==> src/rtl/drsc_pkg.sv <==
// ----------------------------------------------------------------------------
// drsc_pkg
// Shared constants, types and helper functions of the depth/RGB scaler and
// compositor: source frame geometry, field widths, codes and the command and
// status groups between the controller and the datapath.
// ----------------------------------------------------------------------------
package drsc_pkg;

  // Source frame geometry.
  localparam int SRC_WIDTH  = 640;
  localparam int SRC_HEIGHT = 480;
  localparam int SRC_PIXELS = SRC_WIDTH * SRC_HEIGHT;
  localparam int SRC_MAX    = (SRC_WIDTH > SRC_HEIGHT) ? SRC_WIDTH : SRC_HEIGHT;
  localparam int ADDR_W     = $clog2(SRC_PIXELS);

  // Screen geometry.
  localparam int SCREEN_MAX = 4096;
  localparam int DIM_W      = 13;
  localparam int POS_W      = 12;

  // Divider sizing: every quotient is below the source size.
  localparam int QW         = $clog2(SRC_MAX);
  localparam int DVD_W      = DIM_W + QW;
  localparam int DSH_W      = DIM_W + QW - 1;
  localparam int CNT_W      = $clog2(QW + 1);

  // Field widths.
  localparam int KIND_W     = 2;
  localparam int IDX_W      = 19;
  localparam int DEPTH_W    = 16;
  localparam int COLOR_W    = 8;
  localparam int RGB_W      = 3 * COLOR_W;
  localparam int ADR_W      = 26;
  localparam int WORD_W     = 32;
  localparam int MODE_W     = 2;
  localparam int CIDX_W     = 3;
  localparam int IN_TDATA_W = 64;
  localparam int OUT_TDATA_W = 64;

  // Item kinds.
  localparam logic [KIND_W-1:0] KIND_DEPTH = 2'd0;
  localparam logic [KIND_W-1:0] KIND_RGB   = 2'd1;
  localparam logic [KIND_W-1:0] KIND_TICK  = 2'd2;

  // Pixel output formats.
  localparam logic [MODE_W-1:0] MODE_BGRA   = 2'd0;
  localparam logic [MODE_W-1:0] MODE_RGB565 = 2'd1;

  // Register indexes.
  localparam logic [CIDX_W-1:0] REG_SCREEN_W  = 3'd0;
  localparam logic [CIDX_W-1:0] REG_SCREEN_H  = 3'd1;
  localparam logic [CIDX_W-1:0] REG_MODE      = 3'd2;
  localparam logic [CIDX_W-1:0] REG_OVERLAY_W = 3'd3;
  localparam logic [CIDX_W-1:0] REG_OVERLAY_H = 3'd4;

  // Register reset values.
  localparam logic [DIM_W-1:0] RST_SCREEN_W  = 13'd640;
  localparam logic [DIM_W-1:0] RST_SCREEN_H  = 13'd480;
  localparam logic [DIM_W-1:0] RST_OVERLAY_W = 13'd480;
  localparam logic [DIM_W-1:0] RST_OVERLAY_H = 13'd360;

  // Effective configuration seen by the datapath.
  typedef struct packed {
    logic [DIM_W-1:0]  w;
    logic [DIM_W-1:0]  h;
    logic [DIM_W-1:0]  ow;
    logic [DIM_W-1:0]  oh;
    logic [MODE_W-1:0] mode;
  } cfg_t;

  // One input item.
  typedef struct packed {
    logic [KIND_W-1:0]  kind;
    logic [IDX_W-1:0]   pixel_index;
    logic [DEPTH_W-1:0] depth_value;
    logic [COLOR_W-1:0] red;
    logic [COLOR_W-1:0] green;
    logic [COLOR_W-1:0] blue;
  } item_t;

  // Controller to datapath commands.
  typedef struct packed {
    logic clear;
    logic wr_depth;
    logic wr_rgb;
    logic tick_start;
    logic div_start;
    logic div_sel_y;
    logic cap_x;
    logic cap_y;
    logic rd_en;
    logic load_out;
  } cmd_t;

  // Datapath to controller status.
  typedef struct packed {
    logic clr_last;
    logic div_done;
    logic out_free;
  } status_t;

  // A screen size of zero acts as one, and sizes above the maximum saturate.
  function automatic logic [DIM_W-1:0] screen_dim(input logic [DIM_W-1:0] v);
    logic [DIM_W-1:0] r;
    if (v == '0) begin
      r = DIM_W'(1);
    end else if (v > DIM_W'(SCREEN_MAX)) begin
      r = DIM_W'(SCREEN_MAX);
    end else begin
      r = v;
    end
    return r;
  endfunction

  // An overlay size of zero acts as one.
  function automatic logic [DIM_W-1:0] nonzero(input logic [DIM_W-1:0] v);
    return (v == '0) ? DIM_W'(1) : v;
  endfunction

endpackage

==> src/rtl/drsc_ctrl.sv <==
// ----------------------------------------------------------------------------
// drsc_ctrl
// Controller of the compositor: sequences the clearing pass, store writes and
// the steps of a render tick (two divisions, store read, output load).
// ----------------------------------------------------------------------------
module drsc_ctrl (
  input  logic                        clk,
  input  logic                        rst,
  input  logic                        s_valid,
  input  logic [drsc_pkg::KIND_W-1:0] kind,
  input  logic [drsc_pkg::MODE_W-1:0] mode,
  input  drsc_pkg::status_t           st,
  output drsc_pkg::cmd_t              cmd,
  output logic                        s_ready
);

  typedef enum logic [7:0] {
    ST_CLEAR = 8'b0000_0001,
    ST_IDLE  = 8'b0000_0010,
    ST_STX   = 8'b0000_0100,
    ST_WAITX = 8'b0000_1000,
    ST_STY   = 8'b0001_0000,
    ST_WAITY = 8'b0010_0000,
    ST_ADDR  = 8'b0100_0000,
    ST_OUT   = 8'b1000_0000
  } state_t;

  state_t state;
  state_t state_next;
  logic   mode_ok;

  assign mode_ok = (mode == drsc_pkg::MODE_BGRA) || (mode == drsc_pkg::MODE_RGB565);
  assign s_ready = (state == ST_IDLE);

  // State register.
  always_ff @(posedge clk) begin
    if (rst) begin
      state <= ST_CLEAR;
    end else begin
      state <= state_next;
    end
  end

  // Next state and commands.
  always_comb begin
    state_next = state;
    cmd        = '0;
    unique case (state)
      ST_CLEAR: begin
        cmd.clear = 1'b1;
        if (st.clr_last) begin
          state_next = ST_IDLE;
        end
      end
      ST_IDLE: begin
        if (s_valid) begin
          if (kind == drsc_pkg::KIND_DEPTH) begin
            cmd.wr_depth = 1'b1;
          end else if (kind == drsc_pkg::KIND_RGB) begin
            cmd.wr_rgb = 1'b1;
          end else if (kind == drsc_pkg::KIND_TICK && mode_ok) begin
            cmd.tick_start = 1'b1;
            state_next     = ST_STX;
          end
        end
      end
      ST_STX: begin
        cmd.div_start = 1'b1;
        state_next    = ST_WAITX;
      end
      ST_WAITX: begin
        if (st.div_done) begin
          cmd.cap_x  = 1'b1;
          state_next = ST_STY;
        end
      end
      ST_STY: begin
        cmd.div_start = 1'b1;
        cmd.div_sel_y = 1'b1;
        state_next    = ST_WAITY;
      end
      ST_WAITY: begin
        if (st.div_done) begin
          cmd.cap_y  = 1'b1;
          state_next = ST_ADDR;
        end
      end
      ST_ADDR: begin
        cmd.rd_en  = 1'b1;
        state_next = ST_OUT;
      end
      ST_OUT: begin
        if (st.out_free) begin
          cmd.load_out = 1'b1;
          state_next   = ST_IDLE;
        end
      end
      default: begin
        state_next = ST_IDLE;
      end
    endcase
  end

endmodule

==> config.mk <==
export PLATFORM = sky130hd
export DESIGN_NAME = drsc_ctrl
export DESIGN_NICKNAME = d
export VERILOG_FILES = /design/src/rtl/drsc_pkg.sv /design/src/rtl/drsc_ctrl.sv
export SDC_FILE = /design/constraint.sdc
export NUM_CORES = 1
export LEC_CHECK = 0
export BUFFER_PORTS_ARGS = -buffer_cell sky130_fd_sc_hd__buf_2
export CAP_MARGIN = 20
export CORE_MARGIN = 1
export CORE_UTILIZATION = 41
export DETAILED_ROUTE_END_ITERATION = 10
export GPL_ROUTABILITY_DRIVEN = 0
export GPL_TIMING_DRIVEN = 0
export MAX_ROUTING_LAYER = met4
export PLACE_DENSITY = 0.72
export SETUP_SLACK_MARGIN = 0.02
export SYNTH_ARGS = -nofsm -noshare
export SYNTH_HDL_FRONTEND = slang
export SYNTH_SLANG_ARGS = --single-unit
export TNS_END_PERCENT = 1
==> constraint.sdc <==
create_clock -name clk -period 1.6 [get_ports clk]
set_clock_uncertainty 0.1 [all_clocks]
set_input_delay 0.08 -clock clk [delete_from_list [all_inputs] [get_ports clk]]
set_output_delay 0.08 -clock clk [all_outputs]
set_load 0.05 [all_outputs]
==> flow_summary.rst <==
.. list-table::
   :header-rows: 1

   * - Metric
     - Value
   * - Proportion of layout cells with a drive suffix above 1
     - about 55%
   * - Clock buffer count from CTS
     - 3
   * - Leak
     - 0.3881 nW
   * - Area overhead of the layout relative to synthesis
     - 61.96%
   * - Total chip power
     - 0.0006230 W
   * - Flip-flop count of the largest register, all copies and words added
     - 8
   * - Half-perimeter wire length after placement
     - 1008 um
   * - Core Footprint
     - 0.001171 mm2
   * - Sequential group share of total power
     - 36.5%
   * - CTS max path bufs
     - 2
   * - Final core utilization
     - between 70% and 80%
   * - Total Routing Usage GR
     - around 23%
   * - Worst setup margin
     - -0.1953 ns
   * - Area fraction of the dominant cell type after synthesis
     - 29.16%
   * - Capture point of the critical path
     - cmd[7]
   * - Post-synth cell types
     - 32
   * - PortBufs
     - 19
   * - Achievable Freq
     - 557.0 MHz
   * - Drt first-iter violations
     - 4
   * - Mean Syn Cell Area
     - 8.322 um2
   * - Origin of the worst setup path
     - state[3]$_SDFFE_PP0P_
   * - Pin slew with the least headroom to its limit
     - 0.3279 ns
   * - Power density over the cells
     - 700.4 mW/mm2
   * - Initial core utilization
     - 46.90%
   * - Most used cells in the layout excluding fill and tap cells
     - sky130_fd_sc_hd__buf_6 (9), sky130_fd_sc_hd__buf_2 (9), sky130_fd_sc_hd__buf_4 (8), sky130_fd_sc_hd__nor2_1 (7), sky130_fd_sc_hd__inv_1 (5)
   * - Peak supply drop
     - 595.4 uV
   * - Clock tree from TritonCTS
     - done
   * - RSZ-0062 raised after global routing
     - true
   * - Arrival time at the worst endpoint
     - 1.62 ns
   * - Max-slew headroom at the worst pin
     - 78.11%
   * - Biggest regs
     - state (8)
   * - Library cell used as clock root buffer
     - sky130_fd_sc_hd__clkbuf_4
   * - Part of the cycle the worst path needs
     - 112.2%
   * - Setup slack on the worst flop-to-flop path
     - -0.16 ns
   * - Clock network fraction of design power
     - about a quarter
   * - Data required time at the worst endpoint
     - between 1 and 1.5 ns
   * - Async set-reset flop share out of synthesis
     - 0%
   * - Largest net degree at the start of global routing
     - 9
   * - Net switching component of the power
     - ~0.00022 W
   * - X dimension of the die
     - 38.60 um
   * - Pins Over Slew Limit
     - 0
   * - Die ar.
     - 0.001490 mm2
   * - Dominant synthesized flop cell
     - sky130_fd_sc_hd__dfxtp_1
   * - Number of antenna violations at the first check in global routing
     - 0
   * - Routed via count divided by cell count
     - about 5.6
   * - Reg with most FFs
     - state
   * - Total of warnings raised by yosys
     - 0
   * - Count of H-tree levels built during CTS
     - 1
   * - Final routed wirelength across all metal layers
     - 1349 um
   * - Layout net count
     - about 110
   * - Internal power
     - between 0.0004 and 0.0005 W
   * - Final hold slack
     - 0.03308 ns
   * - Wire length of the first global-routing pass
     - ~2300 um
   * - Vias in the first global route
     - 605
   * - Status
     - finished, violations left
   * - Reg-to-reg critical path startpoint
     - state[3]$_SDFFE_PP0P_
   * - DRT antenna net count
     - 0
   * - Maximum fanout count along the critical path
     - 4
   * - Violated checks
     - setup timing
   * - Top post-synthesis cells by area
     - sky130_fd_sc_hd__dfxtp_1 (29%), sky130_fd_sc_hd__nor4_4 (7.7%), sky130_fd_sc_hd__nor2_1 (5.5%)
   * - Net count after synthesis
     - 76
   * - DR pass1 iterations
     - 4
   * - Combinational cell fraction of total power
     - 38.8%
   * - Synthesized area
     - 549.3 um2
   * - Switching share of power
     - between 30 and 40%
   * - Category of the critical setup timing path
     - flip-flop to primary output
   * - DR WL/cell
     - 12.38 um
   * - Total of endpoints with negative setup slack in the final report
     - 11
   * - Number of endpoints with negative hold slack in the final report
     - 0
   * - Capture instance of the worst register-to-register path
     - state[1]$_SDFFE_PP0P_
   * - Die height
     - approximately 39 um
   * - Hold crit path type
     - input pin to flip-flop
   * - Leading area contributor after synthesis
     - sky130_fd_sc_hd__dfxtp_1
   * - Number of sinks driven by the clock tree
     - 8
   * - Maximum Capacitance Violations
     - 0
   * - Number of instances in the synthesized netlist
     - 66
   * - EDFF count, synth
     - 0
   * - Site Rows
     - 12
   * - Post-route DRC
     - 0
   * - Clock slew at the register clock pins of the worst setup and hold paths
     - 0.05 ns
   * - Category of the worst setup path capture point
     - primary output
   * - Clock latency on the worst-skew pair
     - 0.25 ns
   * - I/O pin count
     - 21
   * - Via count
     - 607
   * - Startpoint types
     - flip-flop
   * - Number of cells traversed by the worst hold path
     - 3
   * - Min cycle time layout
     - 1.795 ns
   * - Share of the yosys chip area belonging to registers
     - 29.16%
   * - Remaining Overflow, GRT
     - 0
   * - Post-synthesis sequential element count
     - 8
   * - Number of filler cells placed in the layout
     - 82
   * - N_diodes
     - 0
   * - Minimum setup slack after placement
     - -0.2987 ns
   * - Number of cells traversed by the worst register-to-register path
     - 7
==> layer usage <==
| metal | vias up | track usage [%] | routed length, um |
|---|---|---|---|
| met4 | 0 | 5.172 | 26 |
| li1 | 299 | - | - |
| met1 | 283 | 26.50 | 583 |
| met3 | 4 | 3.468 | 60 |
| met2 | 21 | 40.42 | 679 |
| met5 | - | - | 0 |
==> what timing repair did <==
item / CTS / global route
hold endpoints to repair: 1 / 0
gates resized for setup: 27 / 3
hold buffers: 1 / 0
endpoints found under the setup margin: 17 / 16
setup buffers: 7 / 0
pin swaps: 8 / 1
==> worst max-delay path: stages, from the launching register on <==
cell and delay, ns:
sky130_fd_sc_hd__dfxtp_4 0.35, sky130_fd_sc_hd__nor4_4 0.30, sky130_fd_sc_hd__nand4_1 0.14, sky130_fd_sc_hd__buf_6 0.16
sky130_fd_sc_hd__inv_4 0.04, sky130_fd_sc_hd__and4b_2 0.22, sky130_fd_sc_hd__buf_8 0.15
==> final cells by class <==
type	instances	area, um2	area share, %
buffer	1	11.26	1.266
clock buffer	3	22.52	2.532
inverter	6	25.02	2.813
multi-input combinational	50	422.9	47.54
sequential	8	170.2	19.13
tap	14	17.52	1.969
timing repair buffer	27	220.2	24.75
==> worst min path at each step <==
stage	start	to
finish	st[1]	state[4]$_SDFFE_PP0P_
floorplan	rst	state[3]$_SDFFE_PP0P_
detailed placement	rst	state[3]$_SDFFE_PP0P_
global route	st[1]	state[4]$_SDFFE_PP0P_
CTS	st[0]	state[7]$_SDFFE_PP0P_
global placement	rst	state[3]$_SDFFE_PP0P_
==> logic make-up (layout without fill, tap and decap cells) <==
logic type | Yosys count | in the layout | share of synthesized area (%)
multiplexers | 1 | 1 | 2.733
AO/OA/AOI/OAI | 12 | 12 | 13.21
buffers and inverters | 8 | 37 | 5.922
XOR/XNOR | 2 | 2 | 3.190
flip-flops | 8 | 8 | 29.16
AND/OR/NAND/NOR | 35 | 35 | 45.79
==> power by group through the flow <==
| stage | Clock (W) | Combinational, W | Sequential (W) |
|---|---|---|---|
| final | 0.000154 | 0.000242 | 0.000227 |
| after global routing | 0.000170 | 0.000261 | 0.000229 |
| after CTS | 0.000157 | 0.000240 | 0.000226 |
| after detailed placement | 0 | 0.000187 | 0.000234 |
| after global placement | 0 | 0.000184 | 0.000233 |
| after floorplan | 0 | 0.000146 | 0.000230 |
==> cells in the mapped netlist, drive strengths merged (2+ instances only) <==
master / n
o21ai: 6
nor4: 3
dfxtp: 8
buf: 2
nand2: 4
nor3b: 4
nor4b: 2
nor3: 4
nor2: 8
inv: 6
nand4: 2
xor2: 2
a21oi: 3
==> through the flow <==
stage	TNS (ns)	cell area [um2]	std cells
2_1_floorplan	-2.196	605.6	66
3_3_place_gp	-1.229	718.2	99
3_5_place_dp	-1.230	718.2	99
4_1_cts	-1.512	879.6	109
5_1_grt	-2.668	889.6	109
6_report	-1.496	889.6	109
No activity file was read; power rests on OpenSTA's default activity.
